File: src/rtl/sem_pkg.sv
`timescale 1ns / 1ps

package sem_pkg;

    // Fixed field widths
    localparam int PIXEL_BITS     = 8;
    localparam int CFG_BITS       = 11;
    localparam int CFG_INDEX_BITS = 1;
    localparam int ROW_BITS       = 10;
    localparam int COORD_BITS     = 10;

    // Frame limits
    localparam int DEF_MAX_WIDTH = 1024;
    localparam int HEIGHT_LIMIT  = 1024;
    localparam int MIN_DIM       = 3;
    localparam int FIRST_INNER   = 2;
    localparam int EDGE_MAX      = 255;

    // Register indexes
    localparam logic [CFG_INDEX_BITS-1:0] REG_FRAME_WIDTH  = 1'b0;
    localparam logic [CFG_INDEX_BITS-1:0] REG_FRAME_HEIGHT = 1'b1;

    // Depth of the queue between front and back
    localparam int QUEUE_DEPTH = 4;

    typedef logic [PIXEL_BITS-1:0] t_pixel;

    // One interior window, ready for the gradient arithmetic.
    // l*, m*, r* are the left, middle and right columns; t/m/b the rows.
    typedef struct packed {
        t_pixel                lt;
        t_pixel                lm;
        t_pixel                lb;
        t_pixel                mt;
        t_pixel                mb;
        t_pixel                rt;
        t_pixel                rm;
        t_pixel                rb;
        logic [COORD_BITS-1:0] row;
        logic [COORD_BITS-1:0] col;
        logic                  last;
    } t_sem_job;

endpackage

File: src/rtl/sem_queue.sv
`timescale 1ns / 1ps

module sem_queue #(
    parameter int DEPTH = sem_pkg::QUEUE_DEPTH
) (
    input  logic              i_clk,
    input  logic              i_rst_n,
    input  logic              i_push,
    input  sem_pkg::t_sem_job i_job,
    output logic              o_full,
    input  logic              i_pop,
    output sem_pkg::t_sem_job o_job,
    output logic              o_valid
);

    localparam int PTR_BITS = (DEPTH > 1) ? $clog2(DEPTH) : 1;
    localparam int CNT_BITS = $clog2(DEPTH + 1);

    sem_pkg::t_sem_job   r_mem [DEPTH];
    logic [PTR_BITS-1:0] r_wr_ptr;
    logic [PTR_BITS-1:0] r_rd_ptr;
    logic [CNT_BITS-1:0] r_count;
    logic                do_push;
    logic                do_pop;

    assign o_full  = r_count == CNT_BITS'(DEPTH);
    assign o_valid = r_count != '0;
    assign o_job   = r_mem[r_rd_ptr];
    assign do_push = i_push && !o_full;
    assign do_pop  = i_pop && o_valid;

    always_ff @(posedge i_clk) begin
        if (!i_rst_n) begin
            r_wr_ptr <= '0;
            r_rd_ptr <= '0;
            r_count  <= '0;
        end else begin
            if (do_push) begin
                r_wr_ptr <= (r_wr_ptr == PTR_BITS'(DEPTH - 1)) ? '0
                                                                : r_wr_ptr + PTR_BITS'(1);
            end
            if (do_pop) begin
                r_rd_ptr <= (r_rd_ptr == PTR_BITS'(DEPTH - 1)) ? '0
                                                                : r_rd_ptr + PTR_BITS'(1);
            end
            if (do_push && !do_pop) begin
                r_count <= r_count + CNT_BITS'(1);
            end else if (do_pop && !do_push) begin
                r_count <= r_count - CNT_BITS'(1);
            end
        end
    end

    always_ff @(posedge i_clk) begin
        if (do_push) begin
            r_mem[r_wr_ptr] <= i_job;
        end
    end

endmodule

File: config.mk
export PLATFORM = sky130hd
export DESIGN_NAME = sem_queue
export DESIGN_NICKNAME = d
export VERILOG_FILES = /design/src/rtl/sem_pkg.sv /design/src/rtl/sem_queue.sv
export SDC_FILE = /design/constraint.sdc
export NUM_CORES = 1
export LEC_CHECK = 0
export BUFFER_PORTS_ARGS = -buffer_cell sky130_fd_sc_hd__buf_4
export CORE_MARGIN = 2
export CORE_UTILIZATION = 25
export DETAILED_ROUTE_END_ITERATION = 12
export GPL_TIMING_DRIVEN = 0
export SYNTH_ARGS = -nofsm -noshare
export SYNTH_HDL_FRONTEND = slang
export SYNTH_SLANG_ARGS = --single-unit
File: constraint.sdc
create_clock -name i_clk -period 3.95 [get_ports i_clk]
set_clock_uncertainty 0.1 [all_clocks]
set_input_delay 0.79 -clock i_clk [delete_from_list [all_inputs] [get_ports i_clk]]
set_output_delay 0.79 -clock i_clk [all_outputs]
set_load 0.1 [all_outputs]
Word level (Yosys, flattened, before mapping)
Memories as Yosys holds them, arrays and structs flattened. A register that Yosys moved wholly into a read port is not among the register bits.
Index checks and enable logic that the tools add are counted.

storage, ports and cells
  register bits = 7
  memory bits (writable) = 340
  input port bits = 89
  output and inout port bits = 87
  logic and storage cells = 28
  memories = 1

cells by class
  add/subtract/negate cells = 4
  equal/unequal tests = 3
  multiplexer cells = 8
  reductions and logical operators = 9

memories
  name   words  width  read ports  clocked after memory_dff  wr ports  line             text
  r_mem  4      85     1           1                         1         sem_queue.sv:19  sem_pkg::t_sem_job r_mem [DEPTH];

operator list
  cell                 number
  $mux 2               4
  $mux 3               2
  $add 2x1->2 const B  2
  $eq 2x2->1 const B   2
  $logic_and 1x1->1    4
  $add 3x1->3 const B  1
  $eq 3x3->1 const B   1
  $logic_not 1->1      3
  $reduce_bool 3->1    1
  $sub 3x1->3 const B  1
  $mux 1               2
  $reduce_bool 2->1    1

Logic depth before layout (Yosys ltp)
  depth in word-level cells = 7
  depth in mapped cells = 9
  mapped depth without buffers = 8

Least setup slack after synthesis
OpenSTA, ideal clock, no wires.

  kind = flip-flop to flip-flop
  from = register r_count[0]
  to = memory r_mem[0][0] in the netlist's numbering, enable pin
  library setup time = 637 ps
  arrival = 4017 ps
  required time = 3213 ps
  slack = -804 ps
  cell stages (with the launch flop) = 5
  path buffers = 1
  period minus slack after synthesis = 4754 ps
  path through = dfxtp_1 > nor3b_1 > nor2b_1 > clkbuf_1 > and2_1

between the ends
  cells in the longest elaborated chain, start to end = 5

RTL lines
  element                       line             text
  from (decl)                   sem_queue.sv:22  logic [CNT_BITS-1:0] r_count;
  from (signal assigned)        sem_queue.sv:47  r_count <= r_count + CNT_BITS'(1);
  from (signal assigned)        sem_queue.sv:49  r_count <= r_count - CNT_BITS'(1);
  $eq 3x3->1                    sem_queue.sv:26  assign o_full = r_count == CNT_BITS'(DEPTH);
  named net o_full              sem_queue.sv:10  output logic o_full,
  $logic_not 1->1               sem_queue.sv:29  assign do_push = i_push && !o_full;
  $logic_and 1x1->1             sem_queue.sv:29
  named net do_push             sem_queue.sv:23  logic do_push;
  $mux 1                        sem_queue.sv:55  if (do_push) begin
  $mux 1 (not written as such)  sem_queue.sv:56  r_mem[r_wr_ptr] <= i_job;
  to (decl)                     sem_queue.sv:19

The timed path passes the listed nets, and every way through them passes these cells.

==> flow_summary.toml <==
[detailed_routing]
dr.first_iter.drc_count = 290
dr.pass1.iters = 4
final_antenna_net_count = 0
avgRoutedWirePerCell_um = 19.0
vias = 5855
drt_wl_total_um = 27000
drc = 0
via_per_inst = 4.13

[floorplanning]
boundaryPins = 176
die-height_um = 230
fp.dieW_um = 230
start_util_pct = 25.4
dieArea_sq_um = 53000
core_sq_um = 50400
fp-row-count = 82

[global_routing]
grt_max_degree = 48
use_met3_pct = 3.37
track_usage_pct = 10.1
antenna_found_initial = 0
grt_pass1_vias = 6445
grt.busiest_layer = "met2"
overflow = 0
use_met1_pct = 12.4
grt_pass1_wl_um = 39700
use_met2_pct = 17.0

[cts]
clk_latency_ns = 0.54
cts_tree = "yes"
cts-htree-levels = 2
clockBufferDepth = 3
numCtsBuffers = 41
post_cts_resized = 0
post-cts-setup-buffers = 0
cts.sinks = 349
clockRootBuffer = "clkbuf_16"
cts_hold_buf = 0
clkTransAtPathRegs_ns = 0.06

[worst_setup_path]
critPathArrivalTime_ns = 2.31
crit_path_start_kind = "flip-flop"
crit_required_ns = 3.06
slowest_delay_ns = 0.71
path_max_fanout = 10
path_cells = "buf_1, mux4_2, buf_4"
crit_slowest_cell = "buf_1"
worst_setup_path_end_kind = "output port"
path_class = "flip-flop to output port"

[run]
max-cap-violations = 0

[logic_synthesis]
synth_mux_area_share_pct = 15.2
synthXorXnorAreaFrac_pct = 0.137
synth_simple_gate_area_share_pct = 0.812
synthArstFlopShare_pct = 0
synth_nets = 591
synth_edf_count = 340
synthTopCellsByArea = "edfxtp_1 (80%), mux4_2 (15%), dfxtp_1 (1.4%)"
syn_area_sq_um = 12800
yosysTopAreaCellShare_pct = 79.8
synthAdderAreaFrac_pct = 0.743
ys_ff_latch = 349
yosysMostFrequentCell = "edfxtp_1"
syn_inst = 495
synth_top_family_by_area = "multiplexers"
synth_warnings = 0
synthDistinctLibCells = 25
yosysSeqAreaShare_pct = 81.2
synth_ff_type = "edfxtp_1"
synth_commonest_cells = "edfxtp_1 (340), mux4_2 (85), dfxtp_1 (9)"
synth_area_leader_cell = "edfxtp_1"
syn_area_per_cell_sq_um = 25.8
synth_compound_area_share_pct = 0.235

[cells_and_area]
fin_util_pct = 32.5
area_growth_pct = 27.8
multi_input_area_sq_um = 2210
antenna-diode-count = 0
nFillCells = 4785
layout-drive-gt1-share_pct = 46.2
regArea_sq_um = 10400
final_nets = 813

[pwr]
irDropWorstVdd_mv = 0.510
total_power_mw = 13.6
power_density_nw_per_um2 = 832
p_leak_nw = 5.41

[placed_design]
dp_hpwl_um = 15900
place_ws_ns = 0.966
port_buffers = 175
gp_congestion = 0.657

[sta]
rsz0062_at_grt = "false"
finalSetupViolCount = 0
layout_min_cycle_time_ns = 3.20
worst_slack_ns = 0.748
worst_pin_slew_ns = 0.924
relSlewSlack_pct = 38.4
max_freq_mhz = 312
slew_violations = 0
post-route-period-util_pct = 81.1
hold_violations = 0

[run_status]
status = "complete, no violations"

[min_path]
worstHoldPathType = "input pin to flip-flop"
[placed cells by master (no fill, tap or decap), drive strengths merged]
cell type	n
clkinvlp	3
clkbuf	48
a21boi	1
or3	2
ha	6
fa	1
nor2b	2
o31ai	1
mux4	85
and2	5
mux2i	3
nand3	2
clkinv	15
buf	198
edfxtp	340
xnor2	1
bufinv	4
dfxtp	9
nand2	6
o21ai	3
xor2	1
inv	6
nor3b	1
nor2	2
[cell families (layout without fill, tap and decap cells)]
group | Yosys count | in the layout
adders and majority gates | 7 | 7
xor gates and xnor gates | 2 | 2
and+or+nand+nor | 20 | 20
DFF | 349 | 349
AOI/OAI and AO/OA | 5 | 5
muxes | 88 | 88
buffers and inverters | 24 | 274
[sequential cells by signal, summed over array words and instances (netlist names), named ones only]
name	count
r_wr_ptr	2
r_mem	340
r_count	3
r_rd_ptr	2
[critical path: cells and delay by family (launching register included)]
family                 cells  cell delay, ns
DFF                        1            0.36
muxes                      1            0.44
buffers and inverters      2            0.96
[worst paths after layout]
check	depth (start not counted)	to	slack, ns	start
worst min-delay path	1	r_mem[1][33]	0.34	i_job[33]
worst min register to register	2	r_wr_ptr[1]	0.40	r_wr_ptr[1]
worst max register to register	5	r_mem[2][19]	1.35	r_count[0]
worst max-delay path	3	o_job[80]	0.75	flip-flop
[metal layers]
metal  vias up  part of all wire [%]
met2       157                    49
li1       2567                     -
met3        48                   6.4
met4         0                   2.4
met1      3083                    42
met5         -                     0
[power by group]
group          switching, mW  total (mW)  internal, mW
registers             0.0948        4.60          4.51
logic                   4.02        5.39          1.37
clock network           1.45        3.61          2.16
[through the flow]
| step | hold slack [ns] | cells | setup TNS, ns | cell area [sq um] |
|---|---|---|---|---|
| final | 0.340 | 1417 | 0 | 16400 |
| after global routing | 0.296 | 1417 | 0 | 16400 |
| after CTS | 0.282 | 1417 | 0 | 16400 |
| after detailed placement | 0.400 | 1346 | 0 | 15100 |
| after global placement | 0.388 | 1342 | -664.11 | 15000 |
| after floorplan | 0.368 | 495 | 0 | 12800 |
[final cells by class]
cell class | instances | area share (%)
Buffer | 21 | 1.24
Clock buffer | 46 | 6.39
Clock inverter | 25 | 1.44
Inverter | 3 | 0.0689
Multi-Input combinational cell | 122 | 13.5
Sequential cell | 349 | 63.5
Tap cell | 672 | 5.14
Timing Repair Buffer | 179 | 8.71
(Power assumes the default switching activity.)
