===== src/rtl/sem_pkg.sv =====
`timescale 1ns / 1ps

package sem_pkg;

    // Fixed field widths
    localparam int PIXEL_BITS     = 8;
    localparam int CFG_BITS       = 11;
    localparam int CFG_INDEX_BITS = 1;
    localparam int ROW_BITS       = 10;
    localparam int COORD_BITS     = 10;

    // Frame limits
    localparam int DEF_MAX_WIDTH = 1024;
    localparam int HEIGHT_LIMIT  = 1024;
    localparam int MIN_DIM       = 3;
    localparam int FIRST_INNER   = 2;
    localparam int EDGE_MAX      = 255;

    // Register indexes
    localparam logic [CFG_INDEX_BITS-1:0] REG_FRAME_WIDTH  = 1'b0;
    localparam logic [CFG_INDEX_BITS-1:0] REG_FRAME_HEIGHT = 1'b1;

    // Depth of the queue between front and back
    localparam int QUEUE_DEPTH = 4;

    typedef logic [PIXEL_BITS-1:0] t_pixel;

    // One interior window, ready for the gradient arithmetic.
    // l*, m*, r* are the left, middle and right columns; t/m/b the rows.
    typedef struct packed {
        t_pixel                lt;
        t_pixel                lm;
        t_pixel                lb;
        t_pixel                mt;
        t_pixel                mb;
        t_pixel                rt;
        t_pixel                rm;
        t_pixel                rb;
        logic [COORD_BITS-1:0] row;
        logic [COORD_BITS-1:0] col;
        logic                  last;
    } t_sem_job;

endpackage


===== src/rtl/sem_back.sv =====
`timescale 1ns / 1ps

module sem_back (
    input  logic                                i_clk,
    input  logic                                i_rst_n,
    input  logic                                i_job_valid,
    input  sem_pkg::t_sem_job                   i_job,
    output logic                                o_job_take,
    output logic                                o_valid,
    input  logic                                i_stall,
    output logic [sem_pkg::PIXEL_BITS-1:0]      o_edge_value,
    output logic [sem_pkg::COORD_BITS-1:0]      o_centre_row,
    output logic [sem_pkg::COORD_BITS-1:0]      o_centre_col,
    output logic                                o_frame_last
);

    localparam int SUM_BITS  = sem_pkg::PIXEL_BITS + 2;
    localparam int GRAD_BITS = SUM_BITS + 1;
    localparam int MAG_BITS  = SUM_BITS + 1;

    logic                           r_b1_valid;
    logic signed [GRAD_BITS-1:0]    r_gx;
    logic signed [GRAD_BITS-1:0]    r_gy;
    logic [sem_pkg::COORD_BITS-1:0] r_b1_row;
    logic [sem_pkg::COORD_BITS-1:0] r_b1_col;
    logic                           r_b1_last;

    logic [SUM_BITS-1:0]         sum_l;
    logic [SUM_BITS-1:0]         sum_r;
    logic [SUM_BITS-1:0]         sum_t;
    logic [SUM_BITS-1:0]         sum_b;
    logic signed [GRAD_BITS-1:0] gx;
    logic signed [GRAD_BITS-1:0] gy;
    logic [SUM_BITS-1:0]         abs_x;
    logic [SUM_BITS-1:0]         abs_y;
    logic [MAG_BITS-1:0]         mag;
    logic [sem_pkg::PIXEL_BITS-1:0] edge_val;

    logic out_adv;
    logic b1_adv;

    assign out_adv    = !o_valid || !i_stall;
    assign b1_adv     = !r_b1_valid || out_adv;
    assign o_job_take = i_job_valid && b1_adv;

    // Weighted column and row sums, then the two gradients
    always_comb begin
        sum_l = SUM_BITS'(i_job.lt) + {1'b0, i_job.lm, 1'b0} + SUM_BITS'(i_job.lb);
        sum_r = SUM_BITS'(i_job.rt) + {1'b0, i_job.rm, 1'b0} + SUM_BITS'(i_job.rb);
        sum_t = SUM_BITS'(i_job.lt) + {1'b0, i_job.mt, 1'b0} + SUM_BITS'(i_job.rt);
        sum_b = SUM_BITS'(i_job.lb) + {1'b0, i_job.mb, 1'b0} + SUM_BITS'(i_job.rb);
        gx    = $signed({1'b0, sum_l}) - $signed({1'b0, sum_r});
        gy    = $signed({1'b0, sum_t}) - $signed({1'b0, sum_b});
    end

    // L1 magnitude, clamped to the pixel range
    always_comb begin
        abs_x = r_gx[GRAD_BITS-1] ? SUM_BITS'(-r_gx) : SUM_BITS'(r_gx);
        abs_y = r_gy[GRAD_BITS-1] ? SUM_BITS'(-r_gy) : SUM_BITS'(r_gy);
        mag   = MAG_BITS'(abs_x) + MAG_BITS'(abs_y);
        if (mag > MAG_BITS'(sem_pkg::EDGE_MAX)) begin
            edge_val = sem_pkg::PIXEL_BITS'(sem_pkg::EDGE_MAX);
        end else begin
            edge_val = mag[sem_pkg::PIXEL_BITS-1:0];
        end
    end

    always_ff @(posedge i_clk) begin
        if (!i_rst_n) begin
            r_b1_valid <= 1'b0;
            o_valid    <= 1'b0;
        end else begin
            if (b1_adv) begin
                r_b1_valid <= i_job_valid;
            end
            if (out_adv) begin
                o_valid <= r_b1_valid;
            end
        end
    end

    always_ff @(posedge i_clk) begin
        if (o_job_take) begin
            r_gx      <= gx;
            r_gy      <= gy;
            r_b1_row  <= i_job.row;
            r_b1_col  <= i_job.col;
            r_b1_last <= i_job.last;
        end
        if (out_adv && r_b1_valid) begin
            o_edge_value <= edge_val;
            o_centre_row <= r_b1_row;
            o_centre_col <= r_b1_col;
            o_frame_last <= r_b1_last;
        end
    end

endmodule

===== config.mk =====
export PLATFORM = sky130hd
export DESIGN_NAME = sem_back
export DESIGN_NICKNAME = d
export VERILOG_FILES = /design/src/rtl/sem_pkg.sv /design/src/rtl/sem_back.sv
export SDC_FILE = /design/constraint.sdc
export NUM_CORES = 1
export LEC_CHECK = 0
export ABC_AREA = 0
export BUFFER_PORTS_ARGS = -buffer_cell sky130_fd_sc_hd__buf_2
export CORE_UTILIZATION = 30
export CTS_CLUSTER_DIAMETER = 60
export DETAILED_ROUTE_END_ITERATION = 8
export GPL_TIMING_DRIVEN = 0
export PLACE_DENSITY = 0.46
export SLEW_MARGIN = 5
export SYNTH_ARGS = -nofsm -noshare
export SYNTH_HDL_FRONTEND = slang
export SYNTH_SLANG_ARGS = --single-unit

===== constraint.sdc =====
create_clock -name i_clk -period 3.91 [get_ports i_clk]
set_clock_uncertainty 0.05 [all_clocks]
set_input_delay 0 -clock i_clk [delete_from_list [all_inputs] [get_ports i_clk]]
set_output_delay 0 -clock i_clk [all_outputs]
set_load 0.01 [all_outputs]

* Word-level counts from Yosys, hierarchy flattened
Index checks and enable logic that the tools add are counted.
** Storage, ports and cells
- Register bits after elaboration :: 74
- Bits of input ports :: 89
- Output and inout bits :: 31
- Logic and storage cells :: 34
** Operators by class
- Add/sub/neg operators :: 13
- Magnitude comparators :: 1
- Multiplexer cells :: 2
- Reduce and logical (&&, ||, !) cells :: 7
** Operator list (number)
- 10-bit by 8-bit adder with 10-bit output :: 4
- 8-bit by 9-bit adder with 10-bit output :: 4
- 10-bit by 10-bit subtractor with 11-bit output :: 2
- 10-bit two-way mux :: 2
- 10-bit negation :: 2
- 10-bit by 10-bit adder with 11-bit output :: 1
- 11-bit by 8-bit greater-than comparator with 1-bit output, second input constant :: 1
- 1-bit zero test :: 3
- 1-bit logical AND :: 2
- 1-bit logical OR :: 2

* Logic depth before layout (Yosys ltp)
Gate-level depths: netlist (run 1).
- Depth in word-level cells :: 4
- Gate-level depth with buffers :: 13
- Gate-level depth less buffers :: 13

* Worst setup path before layout (run 1)
No wires, ideal clock.
- Path kind :: input-to-reg
- Start point :: input port i_job[23] in the netlist's numbering
- End point :: register r_gy[8], data pin
- Library setup time :: 266 ps
- Arrival :: 2912 ps
- Required time :: 3594 ps
- Path slack :: 682 ps
- Stages on the path :: 12
- Path buffers :: 0
- Path through :: inv_1 -> fa_1 -> inv_1 -> fa_1 -> fa_1 -> inv_1 -> ha_1 -> a21o_1 -> a211oi_1 -> nor2_1 -> o41ai_1 -> xnor2_1
** Between the ends
- Cells in the longest elaborated chain, start to end :: 2
** RTL lines
- start: declaration :: RTL line sem_back.sv:7 : input sem_pkg::t_sem_job i_job,
- 10-bit by 8-bit adder with 10-bit output :: RTL line sem_back.sv:51 : sum_b = SUM_BITS'(i_job.lb) + {1'b0, i_job.mb, 1'b0} + SUM_BITS'(i_job.rb);
- 10-bit by 10-bit subtractor with 11-bit output :: RTL line sem_back.sv:53 : gy = $signed({1'b0, sum_t}) - $signed({1'b0, sum_b});
- named net gy[8] :: RTL line sem_back.sv:33 : logic signed [GRAD_BITS-1:0] gy;
- end signal: assignment :: RTL line sem_back.sv:85 : r_gy <= gy;
- end: declaration :: RTL line sem_back.sv:23 : logic signed [GRAD_BITS-1:0] r_gy;
The timed path passes the listed nets, and every way through them passes these cells.
A chain may end at the register's enable or synchronous reset.

* Worst setup path in the final report (run 1)
- Start point :: register r_gx[3]
- End point :: register o_edge_value[7] in the netlist's numbering, data pin
** Between the ends
- Cells in the longest elaborated chain, start to end :: 4
** RTL lines
- start: declaration :: RTL line sem_back.sv:22 : logic signed [GRAD_BITS-1:0] r_gx;
- start signal: assignment :: RTL line sem_back.sv:84 : r_gx <= gx;
- 10-bit negation :: RTL line sem_back.sv:58 : abs_x = r_gx[GRAD_BITS-1] ? SUM_BITS'(-r_gx) : SUM_BITS'(r_gx);
- 10-bit two-way mux * :: RTL line sem_back.sv:58
- 10-bit by 10-bit adder with 11-bit output * :: RTL line sem_back.sv:60 : mag = MAG_BITS'(abs_x) + MAG_BITS'(abs_y);
- 11-bit by 8-bit greater-than comparator with 1-bit output :: RTL line sem_back.sv:61 : if (mag > MAG_BITS'(sem_pkg::EDGE_MAX)) begin
- end signal: assignment :: RTL line sem_back.sv:91 : o_edge_value <= edge_val;
- end: declaration :: RTL line sem_back.sv:11 : output logic [sem_pkg::PIXEL_BITS-1:0] o_edge_value,
Every way passes the cells marked *; elsewhere a longest branch is shown, timed or not.

==> results of run 1 <==
## sequential cells by signal, summed over array words and instances (netlist names)
name,count
r_b1_last,1
o_valid,1
o_centre_col,10
r_b1_row,10
o_centre_row,10
r_gy,11
r_b1_col,10
r_b1_valid,1
o_frame_last,1
r_gx,11
o_edge_value,8
## cells in the final DEF, fill, tap and decap left out, types with 2 or more instances in the layout
cell type and count:
a211oi_1 3, a21o_1 9, a21o_2 2, a21oi_1 9, a31oi_1 2, buf_2 119, clkbuf_1 2, clkbuf_16 9
clkinv_4 2, clkinvlp_4 2, dfxtp_1 2, dlygate4sd3_1 25, edfxtp_1 72, fa_1 63, ha_1 36, inv_1 108
inv_6 2, nand2_1 7, nand2b_1 6, nand3_1 6, nand3b_1 2, nor2_1 16, nor2b_1 6, nor3_1 4
o21a_1 2, o21ai_0 18, o31ai_1 4, o41ai_1 8, or3_1 2, or4_1 2, xnor2_1 32, xor2_1 2
## power by group
part,internal (mW),switching [mW]
clock,0.440,0.329
combinational,1.41,1.70
sequential,1.18,0.0996
total,3.02,2.13
## logic make-up (layout without fill, tap and decap cells)
logic type | count (synthesis) | in the layout
flip-flops | 74 | 74
AO/OA/AOI/OAI | 66 | 66
adder cells (fa/ha/maj) | 99 | 99
AND/OR/NAND/NOR | 55 | 55
buffers and inverters | 110 | 272
XOR/XNOR | 34 | 34
## final cells by class
class,count,area [sq um],area share (%)
clock inverter,7,61.3,0.896
buffer,2,7.51,0.110
timing repair buffer,146,893,13.1
inverter,108,405,5.92
tap,225,282,4.11
sequential,74,2200,32.2
clock buffer,9,225,3.29
multi-input combinational,254,2770,40.4
## worst max path at each step
stage	endpoint	start	cells past startpoint	slack, ps
final	o_edge_value[7]	r_gx[3]	8	660
after global routing	o_edge_value[7]	r_gx[3]	8	480
after CTS	o_edge_value[7]	r_gx[3]	8	680
after detailed placement	r_gy[8]	i_job[23]	13	360
after global placement	o_edge_value[0]	r_b1_valid	1	-70
after floorplan	r_gy[8]	i_job[23]	12	680
## worst reg2reg max path, stage by stage (launching register included)
cell and delay, ps:
edfxtp_1 470, or4_1 560, o21ai_0 240, xnor2_1 100, ha_1 350, a2111oi_0 590
a32oi_1 270, o31ai_4 170, o211ai_2 150
## per-layer routing
metal / up-vias / wire, microns / global-route usage, %
li1: 1758 / - / -
met1: 1616 / 4380 / 14.0
met2: 64 / 4840 / 19.3
met3: 10 / 323 / 1.87
met4: 0 / 113 / 3.93
met5: - / 0 / 0
## stage by stage
stage          setup WS [ps]  std cells
6_report                 662        825
2_1_floorplan            682        438
3_3_place_gp           -66.8        782
4_1_cts                  684        825
5_1_grt                  482        825
3_5_place_dp             360        784
==> results.json, run 1 <==
{
  "status": "finished clean",
  "hpwlAfterDp_microns": 8150,
  "cts_tree": "done",
  "powerDensity_nw_per_um2": 752,
  "reg2reg_from": "r_gx[3]",
  "synth-seq-cells": 74,
  "hold_path.class": "input pin to register",
  "path_cells": "or4_1 > o21ai_0 > xnor2_1 > ha_1 > a2111oi_0 > a32oi_1 > o31ai_4 > o211ai_2",
  "ir_drop_mv": 0.406,
  "postSynthAreaPerCell_sq_um": 12.3,
  "worst-r2r-cell-count": 8,
  "synth-simple-area-share_pct": 5.27,
  "dieArea_sq_um": 18400,
  "syn2layout_area_growth_pct": 27.4,
  "critPathCaptureType": "register",
  "critical_path.max_stage_delay_ps": 590,
  "power.leakage_nw": 3.07,
  "synthCells": 438,
  "synth_top_area_share_pct": 40.3,
  "postCtsSetupBuffers": 0,
  "port-buffer-count": 119,
  "cts_inserted_buffers": 9,
  "grt-ovfl-total": 0,
  "yosys_warnings": 0,
  "routed_via_density": 4.18,
  "path_delay_family": "compound AO/OA/AOI/OAI gates",
  "critPathSlowestCell": "a2111oi_0",
  "cap_viol_max_count": 0,
  "clockBufferDepth": 2,
  "hp-start": "i_job[38]",
  "worstMarginPinSlew_ps": 993,
  "setup_viol": 0,
  "power_mw": 5.15,
  "syn_area_sq_um": 5370,
  "ioPinCount": 120,
  "drc": 0,
  "synthTopCellsByCount": "108 x inv_1, 72 x edfxtp_1, 63 x fa_1",
  "rrSetupSlack_ps": 660,
  "fin_crit_ps": 3250,
  "initial_utilization_pct": 30.8,
  "rsz0062_at_grt": "no",
  "critPathArrivalTime_ps": 3230,
  "cts-root-buf": "clkbuf_16",
  "drt_iter0_markers": 101,
  "drive_above_1_share_pct": 24.0,
  "place_area_sq_um": 6310,
  "synth.distinct_cells": 38,
  "htreeDepth": 3,
  "holdPathEnd": "r_gx[0]",
  "grtUsageTotal_pct": 11.2,
  "synth_compound_area_share_pct": 8.62,
  "fin_setup_tns_ps": 0,
  "cts_resized": 0,
  "grt_max_degree": 40,
  "firstDrtPassIters": 4,
  "muxShareOfSynthArea_pct": 0,
  "whs_ps": 84.0,
  "die_w_microns": 136,
  "maxSlewViolCount": 0,
  "clock_latency_ps": 330,
  "finalHoldViolations": 0,
  "antenna_left": 0,
  "final.fill_count": 1704,
  "critPathRequiredTime_ps": 3890,
  "synth.area.top_cells": "edfxtp_1 40%, fa_1 23%, ha_1 8.4%",
  "critPathLaunchType": "register",
  "max_freq_mhz": 308,
  "cp_max_fo": 8,
  "rr_endpoint": "o_edge_value[7]",
  "globalplace.congestion": 0.738,
  "clk_pin_slew_worst_paths_ps": 60,
  "critPathBufInv": 0,
  "async_flop_share_pct": 0,
  "finalCritPeriodShare_pct": 83.1,
  "grt_pass1_wl_microns": 16300,
  "synth_edf_count": 72,
  "grt_pass1_vias": 3591,
  "synth_top_family_by_area": "adder cells",
  "hold_path_depth": 3,
  "yosysTopAreaCell": "edfxtp_1",
  "fin_area_sq_um": 6840,
  "critPathKind": "register to register",
  "dieHeight_microns": 136,
  "synth.most_common_cell": "inv_1",
  "drt-wirelength-per-cell_microns": 11.7,
  "vias": 3448,
  "synth_xor_area_share_pct": 5.55,
  "antenna_cells": 0,
  "ys.flop_type": "edfxtp_1",
  "cts.sinks": 74,
  "rows": 48,
  "antenna_found_initial": 0,
  "fin_nets": 783,
  "post-route-util_pct": 39.3,
  "core-area_sq_um": 17400,
  "synth-seq-area-share_pct": 41.0,
  "slew_headroom_pct": 33.3,
  "cts_hold_buffers": 25,
  "syn_nets": 626,
  "wl_microns": 9660,
  "synth-adder-area-share_pct": 31.9
}
Note: power is estimated with default switching activity, not from simulation.
==> run 2: changes to the inputs <==
Clock period 3.91 ns to 3 ns, I/O delays scaled along.
==> run 2 against run 1 <==
  * Clock-buffer cell count is the same
  * Register-to-register slack lost 590 ps
  * Worst setup slack lost 590 ps
  * Via count increased by 3.8%
  * Sequential power up 34%
  * Final area rose by 6.1%
  * Worst hold slack worse by 47 ps
  * Core utilization up 2.4 points
  * First-iteration DRC count up 12%
==> results.json, run 2 (same netlist as run 1, synthesis figures left out) <==
{
  "ir_drop_mv": 0.574,
  "cts_tree": "done",
  "grt-ovfl-total": 0,
  "worstMarginPinSlew_ps": 601,
  "htreeDepth": 3,
  "critical_path.max_stage_delay_ps": 570,
  "rows": 48,
  "critPathRequiredTime_ps": 3000,
  "critPathKind": "register to register",
  "die_w_microns": 136,
  "rrSetupSlack_ps": 70,
  "whs_ps": 36.9,
  "clockBufferDepth": 2,
  "max_freq_mhz": 341,
  "hold_path_depth": 2,
  "cts-root-buf": "clkbuf_16",
  "initial_utilization_pct": 30.8,
  "firstDrtPassIters": 4,
  "reg2reg_from": "r_gx[6]",
  "powerDensity_nw_per_um2": 1090,
  "hold_path.class": "input pin to register",
  "maxSlewViolCount": 0,
  "power.leakage_nw": 3.25,
  "syn2layout_area_growth_pct": 35.2,
  "worst-r2r-cell-count": 9,
  "path_cells": "or4_4 > o31ai_4 > xnor2_1 > ha_1 > or2b_1 > a211o_1 > o31ai_4 > buf_6 > nand3_1",
  "wl_microns": 9960,
  "holdPathEnd": "o_edge_value[2]",
  "cap_viol_max_count": 0,
  "slew_headroom_pct": 59.9,
  "core-area_sq_um": 17400,
  "antenna_left": 0,
  "fin_area_sq_um": 7260,
  "rsz0062_at_grt": "yes",
  "critPathArrivalTime_ps": 2930,
  "antenna_cells": 0,
  "finalCritPeriodShare_pct": 97.7,
  "grtUsageTotal_pct": 11.2,
  "critPathLaunchType": "register",
  "fin_crit_ps": 2930,
  "port-buffer-count": 119,
  "critPathBufInv": 1,
  "finalHoldViolations": 0,
  "post-route-util_pct": 41.7,
  "fin_nets": 797,
  "cp_max_fo": 7,
  "critPathCaptureType": "register",
  "drive_above_1_share_pct": 31.7,
  "place_area_sq_um": 6380,
  "dieHeight_microns": 136,
  "vias": 3578,
  "power_mw": 7.92,
  "grt_pass1_vias": 3650,
  "routed_via_density": 4.27,
  "dieArea_sq_um": 18400,
  "critPathSlowestCell": "or4_4",
  "antenna_found_initial": 0,
  "hpwlAfterDp_microns": 8120,
  "layout_commonest_cell": "buf_2",
  "worstSetupPathDepth": 9,
  "cts.sinks": 74,
  "status": "finished clean",
  "stdcell_count": 837,
  "clock_latency_ps": 320,
  "globalplace.congestion": 0.759,
  "grt_pass1_wl_microns": 16200,
  "mostFrequentLayoutCells": "118 x buf_2, 106 x inv_1, 72 x edfxtp_1, 60 x fa_1",
  "hp-start": "i_stall",
  "cpMostUsedCell": "o31ai_4",
  "drt-wirelength-per-cell_microns": 11.9,
  "path_delay_family": "simple AND/OR/NAND/NOR gates",
  "clk_pin_slew_worst_paths_ps": 50,
  "rr_endpoint": "o_edge_value[2]",
  "largestRegisters": "r_gx x11, r_gy x11",
  "drt_iter0_markers": 113,
  "cts_inserted_buffers": 9,
  "setup_viol": 0,
  "dp.cells": 784,
  "drc": 0,
  "ioPinCount": 120,
  "grt_max_degree": 25
}
-- run 2: report_power, final --
part / total, mW / switching (mW) / internal [mW]
clock network: 1.27 / 0.381 / 0.888
logic: 4.94 / 2.50 / 2.44
registers: 1.71 / 0.172 / 1.54
total: 7.92 / 3.05 / 4.87
-- run 2: worst max path at each step --
stage | from | slack [ps] | end
2_1_floorplan | i_job[39] | -40 | r_gy[8]
3_3_place_gp | i_job[37] | -380 | r_gy[9]
3_5_place_dp | i_job[37] | -410 | r_gy[9]
4_1_cts | i_job[63] | -4 | r_gx[8]
5_1_grt | r_gy[0] | -70 | o_edge_value[2]
6_report | r_gx[6] | 70 | o_edge_value[2]
-- run 2: area by class of cell --
type | instances | area [sq um]
tap | 225 | 282
clock inverter | 5 | 129
inverter | 108 | 405
sequential | 74 | 2200
clock buffer | 9 | 225
multi-input combinational | 254 | 2980
fill | 1660 | 10200
timing repair buffer | 162 | 1030
-- run 2: layer usage --
layer	routed length (microns)	part of all wire, %	up-vias	track usage (%)
met4	175	1.8	0	4.49
met5	0	0	-	0
met3	353	3.5	12	1.98
li1	-	-	1781	-
met1	4420	44	1709	13.7
met2	5010	50	76	19.4
-- run 2: stage by stage --
stage / worst slack, ps / TNS (ps)
floorplan: -43.6 / -71.4
global placement: -379 / -3810
detailed placement: -409 / -4030
CTS: -3.78 / -3.78
global route: -74.1 / -484
finish: 68.1 / 0
-- run 2: what timing repair did --
item	CTS	global route
hold buffers	25	0
resized for setup	14	24
endpoints found under the setup margin	12	14
endpoints found under the hold margin	23	0
buffers inserted	5	11
pin swaps	2	19
